**src/design/mqf_pkg.sv**
```systemverilog
// Shared types and constants for the multi-queue message FIFO.
// No dependencies; every other file of the block depends on this package.
package mqf_pkg;

  // Width of the message and address fields on the channels.
  localparam int FIELD_W = 32;

  typedef enum logic [1:0] {
    KIND_PUSH  = 2'd0,
    KIND_POP   = 2'd1,
    KIND_QUERY = 2'd2
  } mqf_kind_t;

  typedef enum logic [1:0] {
    ST_OK    = 2'd0,
    ST_FULL  = 2'd1,
    ST_EMPTY = 2'd2
  } mqf_status_t;

  typedef enum logic [1:0] {
    S_IDLE,
    S_PTR,
    S_RD,
    S_FIN
  } mqf_state_t;

  // Controller -> datapath commands.
  typedef struct packed {
    logic capture;    // latch request, read pointer pair
    logic update;     // pointer/store update, issue store read
    logic res_ptr;    // build result from pointer state
    logic res_store;  // take popped entry into result
    logic load_out;   // move result into output register
  } mqf_cmd_t;

  // Datapath -> controller status.
  typedef struct packed {
    logic pop_ok;
  } mqf_stat_t;

endpackage

```
**src/design/mqf_ctrl.sv**
```systemverilog
// Sequencing state machine of the multi-queue message FIFO.
// Depends on mqf_pkg for state, command and status types.
module mqf_ctrl (
  input  logic               clk,
  input  logic               rst,
  input  logic               req_valid,
  output logic               req_ready,
  output logic               resp_valid,
  input  logic               resp_ready,
  input  mqf_pkg::mqf_stat_t stat,
  output mqf_pkg::mqf_cmd_t  cmd
);
  import mqf_pkg::*;

  mqf_state_t state, state_next;
  logic       out_vld;
  logic       out_free;

  assign out_free   = !out_vld || resp_ready;
  assign resp_valid = out_vld;

  always_ff @(posedge clk) begin
    if (rst) begin
      state <= S_IDLE;
    end else begin
      state <= state_next;
    end
  end

  always_comb begin
    state_next = state;
    unique case (state)
      S_IDLE: begin
        if (req_valid) state_next = S_PTR;
      end
      S_PTR: begin
        state_next = stat.pop_ok ? S_RD : S_FIN;
      end
      S_RD: begin
        state_next = S_FIN;
      end
      S_FIN: begin
        if (out_free) state_next = S_IDLE;
      end
      default: state_next = S_IDLE;
    endcase
  end

  always_comb begin
    req_ready     = 1'b0;
    cmd           = '0;
    unique case (state)
      S_IDLE: begin
        req_ready   = 1'b1;
        cmd.capture = req_valid;
      end
      S_PTR: begin
        cmd.update  = 1'b1;
        cmd.res_ptr = 1'b1;
      end
      S_RD: begin
        cmd.res_store = 1'b1;
      end
      S_FIN: begin
        cmd.load_out = out_free;
      end
      default: begin
        req_ready = 1'b0;
      end
    endcase
  end

  // Output register occupancy.
  always_ff @(posedge clk) begin
    if (rst) begin
      out_vld <= 1'b0;
    end else if (cmd.load_out) begin
      out_vld <= 1'b1;
    end else if (resp_ready) begin
      out_vld <= 1'b0;
    end
  end

endmodule

```
**config.mk**
```make
export PLATFORM = sky130hd
export DESIGN_NAME = mqf_ctrl
export DESIGN_NICKNAME = d
export VERILOG_FILES = /design/src/design/mqf_pkg.sv /design/src/design/mqf_ctrl.sv
export SDC_FILE = /design/constraint.sdc
export NUM_CORES = 1
export LEC_CHECK = 0
export BUFFER_PORTS_ARGS = -buffer_cell sky130_fd_sc_hd__buf_2
export CAP_MARGIN = 40
export CORE_AREA = 3 3 40 42
export DETAILED_ROUTE_END_ITERATION = 6
export DIE_AREA = 0 0 43 45
export GPL_TIMING_DRIVEN = 0
export SLEW_MARGIN = 25
export SYNTH_ARGS = -nofsm -noshare
export SYNTH_HDL_FRONTEND = slang
export SYNTH_SLANG_ARGS = --single-unit
```
**constraint.sdc**
```tcl
create_clock -name clk -period 3 [get_ports clk]
set_input_delay 0 -clock clk [delete_from_list [all_inputs] [get_ports clk]]
set_output_delay 0 -clock clk [all_outputs]
set_load 0.01 [all_outputs]
```
==> impl_results.md, run 1 <==
* Pre-antenna DRT Iters at 4
* Layout Area Growth over Synthesis at 48.1%
* Worst skew pair latency at 0.23 ns
* Diode count at 0
* Seq cells post-synth at 3
* Status: completed
* Cts hold-fix bufs at 1
* CP Data Arrival Time at 1.49 ns
* Switching pwr at 0.0925 mW
* LEAKAGE at 0.176 nW
* R2r setup slk at 1.67 ns
* Fin Setup TNS at 0 ns
* Seq/Total Area, Yosys at 26.2%
* Area after DPL at 303 um2
* R2R depth at 5
* GRT overflow at 0
* Num Clock Sinks at 3
* Power Dens Cells at 758 nW/um2
* Yosys cell types at 15
* Vias after detailed routing at 213
* DIE AREA at 1940 um2
* Internal Power at 0.165 mW
* Postcts setup bufs at 0
* CP Capture Type: flop
* Largest net degree at the start of global routing at 6
* Total length of routed wires at 427 um
* Cells after Synth at 26
* MaxCap Viol Count at 0
* Area leader, netlist: dfxtp_1
* Crit path max-delay family: flip-flops
* DR WL/cell at 7.49 um
* Achievable Freq at 753 MHz
* Effective utilization at floorplan at 17.8%
* Nets@finish at 52
* Unrepaired setup endpoints after global routing: false
* Reg power frac at 24.5%
* Die X at 43 um
* Worst Clk Skew at 0.00186 ns
* Post-route DRC at 0
* Cell area after layout at 339 um2
* Worst Hold Class: in -> reg
* Top cells by count, synth: 4 x ha_1, 4 x inv_1, 3 x dfxtp_1, 3 x nor2b_1, 2 x a21oi_1
* Syn Nets at 35
* Logic pwr share at 48.5%
* CTS tree: done
* Global-route usage over all layers at 5.41%
* Most used flip-flop cell after synthesis: dfxtp_1
* Final hold vios at 0
* Setup violators final at 0
* Drt initial violations at 2
* Number of antenna violations at the first check in global routing at 0
* Core area at 1280 um2
* Max-slew violation count at 0
* CTS resizes at 0
* Reg clk slew, reported paths at 0.04 ns
* H-tree depth at 1
* Peak VDD IR at 0.290 mV
* Final period utilization at 44.2%
* Post-DP HPWL at 352 um
* FFs w/ async S/R, synth at 0%
* GP Congestion at 0.613
* Setup Crit Path Kind: reg -> reg
* PortBufs at 11
* Worst Path Required at 3.16 ns
* Ys Warns at 0
* WP depth at 5
* Worst rel slew slack at 82.9%
* Hold path depth at 4
* Io pins at 12
* Setup ws final at 1.67 ns
* Post-route ant nets at 0
* CP max stage delay at 0.38 ns
* Area contributors post-synth: dfxtp_1 26%, ha_1 22%, nor2b_1 8.2%
* Via density at 3.74
* Final min period at 1.33 ns
* # rows at 13
* Root buf cell: clkbuf_4
* EDFF count, synth at 0
* Synth top area share at 26.2%
* Mean Syn Cell Area at 8.81 um2
* TritonCTS Buffers at 3
* Vias in the first global route at 186
* Die height at 45 um
* Switching part of the total at 36.0%
* Worst-margin pin slew at 0.253 ns
* Clk pwr share at 27.0%
* Share of layout cells above drive strength 1 at 38.1%
* Crit path buffers/inverters at 1
* CP max stage cell: dfxtp_1
* Cells along the critical path: inv_1 -> ha_1 -> mux2i_1 -> or3_1 -> a21oi_1
* Pre-CTS WS at 1.67 ns
* Mapped Area at 229 um2
* Wire length of the first global-routing pass at 710 um
* Maximum root-to-sink buffer count at 2
* CP Max Fanout at 5
* Layout fillers at 145
* Startpoint Class: flop
[placed cells by master, fill, tap and decap left out]
cell and count:
dlygate4sd3_1 1, mux2i_1 1, a21oi_1 2, and3b_4 1
o21ai_0 1, o31ai_1 1, and2_1 1, o41ai_1 1
dfxtp_1 3, inv_1 4, buf_2 11, nor2_1 1
clkbuf_1 1, buf_4 1, clkbuf_4 3, or3_1 1
ha_1 4, nor2b_1 3, a21boi_0 1
[flip-flops by register name, indices dropped and copies added (netlist names)]
name / cells
state: 2
resp_valid: 1
[layout make-up]
| type | instances | area (um2) | area share (%) |
|---|---|---|---|
| multi-input cells | 18 | 146 | 43.2 |
| plain buffers | 1 | 7.51 | 2.21 |
| flip-flops and latches | 3 | 60.1 | 17.7 |
| clock buffers | 4 | 26.3 | 7.75 |
| inverters | 4 | 15.0 | 4.43 |
| well taps | 15 | 18.8 | 5.54 |
| repair buffers | 12 | 65.1 | 19.2 |
[through the flow]
step                hold WS (ns)  instances  util, %  power (mW)
finish                    0.0923         57     26.4       0.257
CTS                       0.0833         57     26.4       0.267
global placement           0.218         52     23.6       0.190
detailed placement         0.213         52     23.6       0.190
floorplan                 0.0691         26        -       0.152
global route               0.110         57     26.4       0.287
[logic make-up after synthesis]
logic type	Yosys count	synth area share (%)
mux	1	4.37
compound gates	6	16.9
fa+ha+maj	4	21.9
simple gates	7	20.8
flops	3	26.2
buf+inv	5	9.84
[power groups by stage]
stage / sequential, mW / clock (mW) / combinational [mW]
2_1_floorplan: 0.0615 / 0 / 0.0903
4_1_cts: 0.0636 / 0.0750 / 0.128
6_report: 0.0629 / 0.0695 / 0.125
3_3_place_gp: 0.0646 / 0 / 0.126
5_1_grt: 0.0664 / 0.0792 / 0.141
3_5_place_dp: 0.0641 / 0 / 0.126
[routing by layer]
metal	wire length [um]	up-vias	global-route usage, %
li1	-	120	-
met1	203	84	6.01
met2	183	9	6.59
met3	41	0	2.39
met4	0	0	7.23
met5	0	-	0
[worst paths after layout]
check             start    endpoint
max reg2reg    state[0]    state[0]
min reg2reg    state[0]    state[0]
min          resp_ready  resp_valid
max            state[0]    state[0]
[worst register-to-register path: cells and delay by family (launching register included)]
family          cells  cell delay [ns]
compound gates      1             0.12
fa+ha+maj           1             0.25
buf+inv             1             0.08
flops               1             0.38
mux                 1             0.13
simple gates        1             0.30
(Power assumes the default switching activity.)
==> run 2, diff against run 1 <==
- ABC_AREA: not set -> 1
- clock period: 3 -> 1.38 ns (I/O delays scaled with it)
==> impl_results.md, run 2 <==
* Total length of routed wires at 472 um
* CP max stage cell: dfxtp_1
* Share of layout cells above drive strength 1 at 38.3%
* Core Util, Final at 26.5%
* Diode count at 0
* Mean Syn Cell Area at 7.43 um2
* CP Max Fanout at 5
* Worst Clk Skew at 0.00177 ns
* Via density at 3.76
* MaxCap Viol Count at 0
* Yosys cell types at 10
* Final min period at 1.19 ns
* H-tree depth at 1
* Crit path max-delay family: flip-flops
* Seq cells post-synth at 3
* Die height at 45 um
* Final hold vios at 0
* Ys Warns at 0
* Worst skew pair latency at 0.23 ns
* Worst Hold Class: in -> reg
* Global-route usage over all layers at 5.41%
* Worst Path Required at 1.38 ns
* Layout fillers at 150
* CTS tree: done
* R2r startpoint: state[0]
* Maximum root-to-sink buffer count at 2
* Largest family of logic cells by synthesized area: simple AND/OR/NAND/NOR gates
* Max-slew violation count at 0
* Startpoint Class: flop
* Syn Nets at 40
* CP Capture Type: output pin
* Post-route DRC at 0
* Nets@finish at 57
* Unrepaired setup endpoints after global routing: false
* CP startpoint: state[0]
* Crit path buffers/inverters at 3
* Seq/Total Area, Yosys at 26.1%
* Root buf cell: clkbuf_4
* Num Clock Sinks at 3
* Mapped Area at 230 um2
* Postcts setup bufs at 0
* Synth Area in Compound Gates at 15.2%
* Area contributors post-synth: dfxtp_1 26%, ha_1 22%, inv_1 11%
* Power Dens Cells at 2050 nW/um2
* Number of flip-flops in the largest register at 2
* Area leader, netlist: dfxtp_1
* Vias in the first global route at 209
* Cell mode on critical path: inv_1
* Vias after detailed routing at 233
* Power, Total at 0.698 mW
* Footprint of the multi-input gates at 136 um2
* Worst-margin pin slew at 0.197 ns
* Effective utilization at floorplan at 17.9%
* Simple-Gate Fraction of Synth Area at 22.3%
* Achievable Freq at 841 MHz
* Reg clk slew, reported paths at 0.04 ns
* Final period utilization at 86.2%
* Worst rel slew slack at 86.9%
* Wire length of the first global-routing pass at 786 um
* Pre-antenna DRT Iters at 1
* Cells along the critical path: inv_1 -> ha_1 -> nand2_1 -> inv_1 -> buf_2
* # rows at 13
* Post-DP HPWL at 381 um
* Layout Area Growth over Synthesis at 47.8%
* DR WL/cell at 7.61 um
* R2R Path End: state[0]
* Cells after Synth at 31
* TritonCTS Buffers at 3
* PortBufs at 11
* Status: completed
* Synth top area share at 26.1%
* R2r setup slk at 0.20 ns
* Most flops, register: state
* Most frequent cells in the layout: 11 x buf_2, 7 x inv_1, 7 x nand2_1, 4 x ha_1
* Post-route ant nets at 0
* CP Data Arrival Time at 1.19 ns
* Most used flip-flop cell after synthesis: dfxtp_1
* Fin cells at 62
* Adder-Cell Fraction of Synth Area at 21.7%
* Largest net degree at the start of global routing at 6
* EDFF count, synth at 0
* WP depth at 5
* LEAKAGE at 0.192 nW
* Sequential Area at 60.1 um2
* R2R depth at 6
* Most common cell after layout, fill and taps aside: buf_2
* Setup violators final at 0
* DP Cell Count at 57
* Die X at 43 um
* Mux cell area share after synthesis at 0%
* Setup Crit Path Kind: reg -> out
* Xor and xnor fraction of the mapped netlist area at 0%
* Core area at 1280 um2
* GP Congestion at 0.648
* GRT overflow at 0
* Area after DPL at 304 um2
* Number of antenna violations at the first check in global routing at 0
* Top cells by count, synth: 7 x inv_1, 7 x nand2_1, 4 x ha_1
* Cell area after layout at 340 um2
* DIE AREA at 1940 um2
* End point of the critical path: cmd[4]
* Drt initial violations at 0
* FFs w/ async S/R, synth at 0%
* Io pins at 12
* Fin Setup TNS at 0 ns
* Peak VDD IR at 0.513 mV
* CP max stage delay at 0.41 ns
-- run 2: changes by cell type after synthesis, sizes merged, moves of 2 or more --
cell / previous run / this run
a21oi: 2 / 4
nand2: 0 / 7
inv: 4 / 7
nor2b: 3 / 0
nand3: 0 / 4
-- run 2: layer usage --
layer  GRT usage, %  wire length, um
met4           1.81                0
met1           7.21              263
met5              0                0
met3           2.39               36
met2           7.78              172
-- run 2: final cells by class --
class                           count  area share, %
Clock buffer                        4           7.72
Buffer                              1           2.21
Tap cell                           15           5.51
Sequential cell                     3           17.6
Multi-Input combinational cell     20           40.1
Timing Repair Buffer               12           19.1
Inverter                            7           7.72
-- run 2: timing repair --
item / 4_1_cts / 5_1_grt
hold buffers: 1 / 0
gates resized for setup: 0 / 0
endpoints found under the hold margin: 3 / 0
-- run 2: logic make-up after synthesis --
| kind of cell | after synthesis |
|---|---|
| AO/OA/AOI/OAI | 5 |
| flip-flops | 3 |
| buffers and inverters | 8 |
| adder cells (fa/ha/maj) | 4 |
| AND/OR/NAND/NOR | 11 |
-- run 2: stage by stage --
stage,setup WS (ns),hold slack [ns]
2_1_floorplan,0.238,0.0624
3_3_place_gp,0.201,0.205
3_5_place_dp,0.197,0.207
4_1_cts,0.176,0.0465
5_1_grt,0.0724,0.0844
6_report,0.191,0.0528
-- run 2: worst min-delay path by stage --
stage,slack (ns),startpoint,depth (start not counted),endpoint
6_report,0.05,resp_ready,4,resp_valid
5_1_grt,0.08,resp_ready,4,resp_valid
4_1_cts,0.05,resp_ready,4,resp_valid
3_5_place_dp,0.21,rst,2,state[0]
3_3_place_gp,0.21,rst,2,state[0]
2_1_floorplan,0.06,rst,1,state[0]
-- run 2: report_power, final --
group          switching (mW)  internal (mW)  leakage (nW)  total, mW
combinational           0.202          0.185         0.153      0.387
sequential             0.0403          0.119        0.0246      0.159
clock                  0.0439          0.108        0.0150      0.152
-- run 2: worst register-to-register path: stages, from the launching register on --
cell and delay (ns):
dfxtp_1 0.41, inv_1 0.09, ha_1 0.24, nand2_1 0.14, nand3_1 0.09, nand2_1 0.07
a21oi_2 0.05
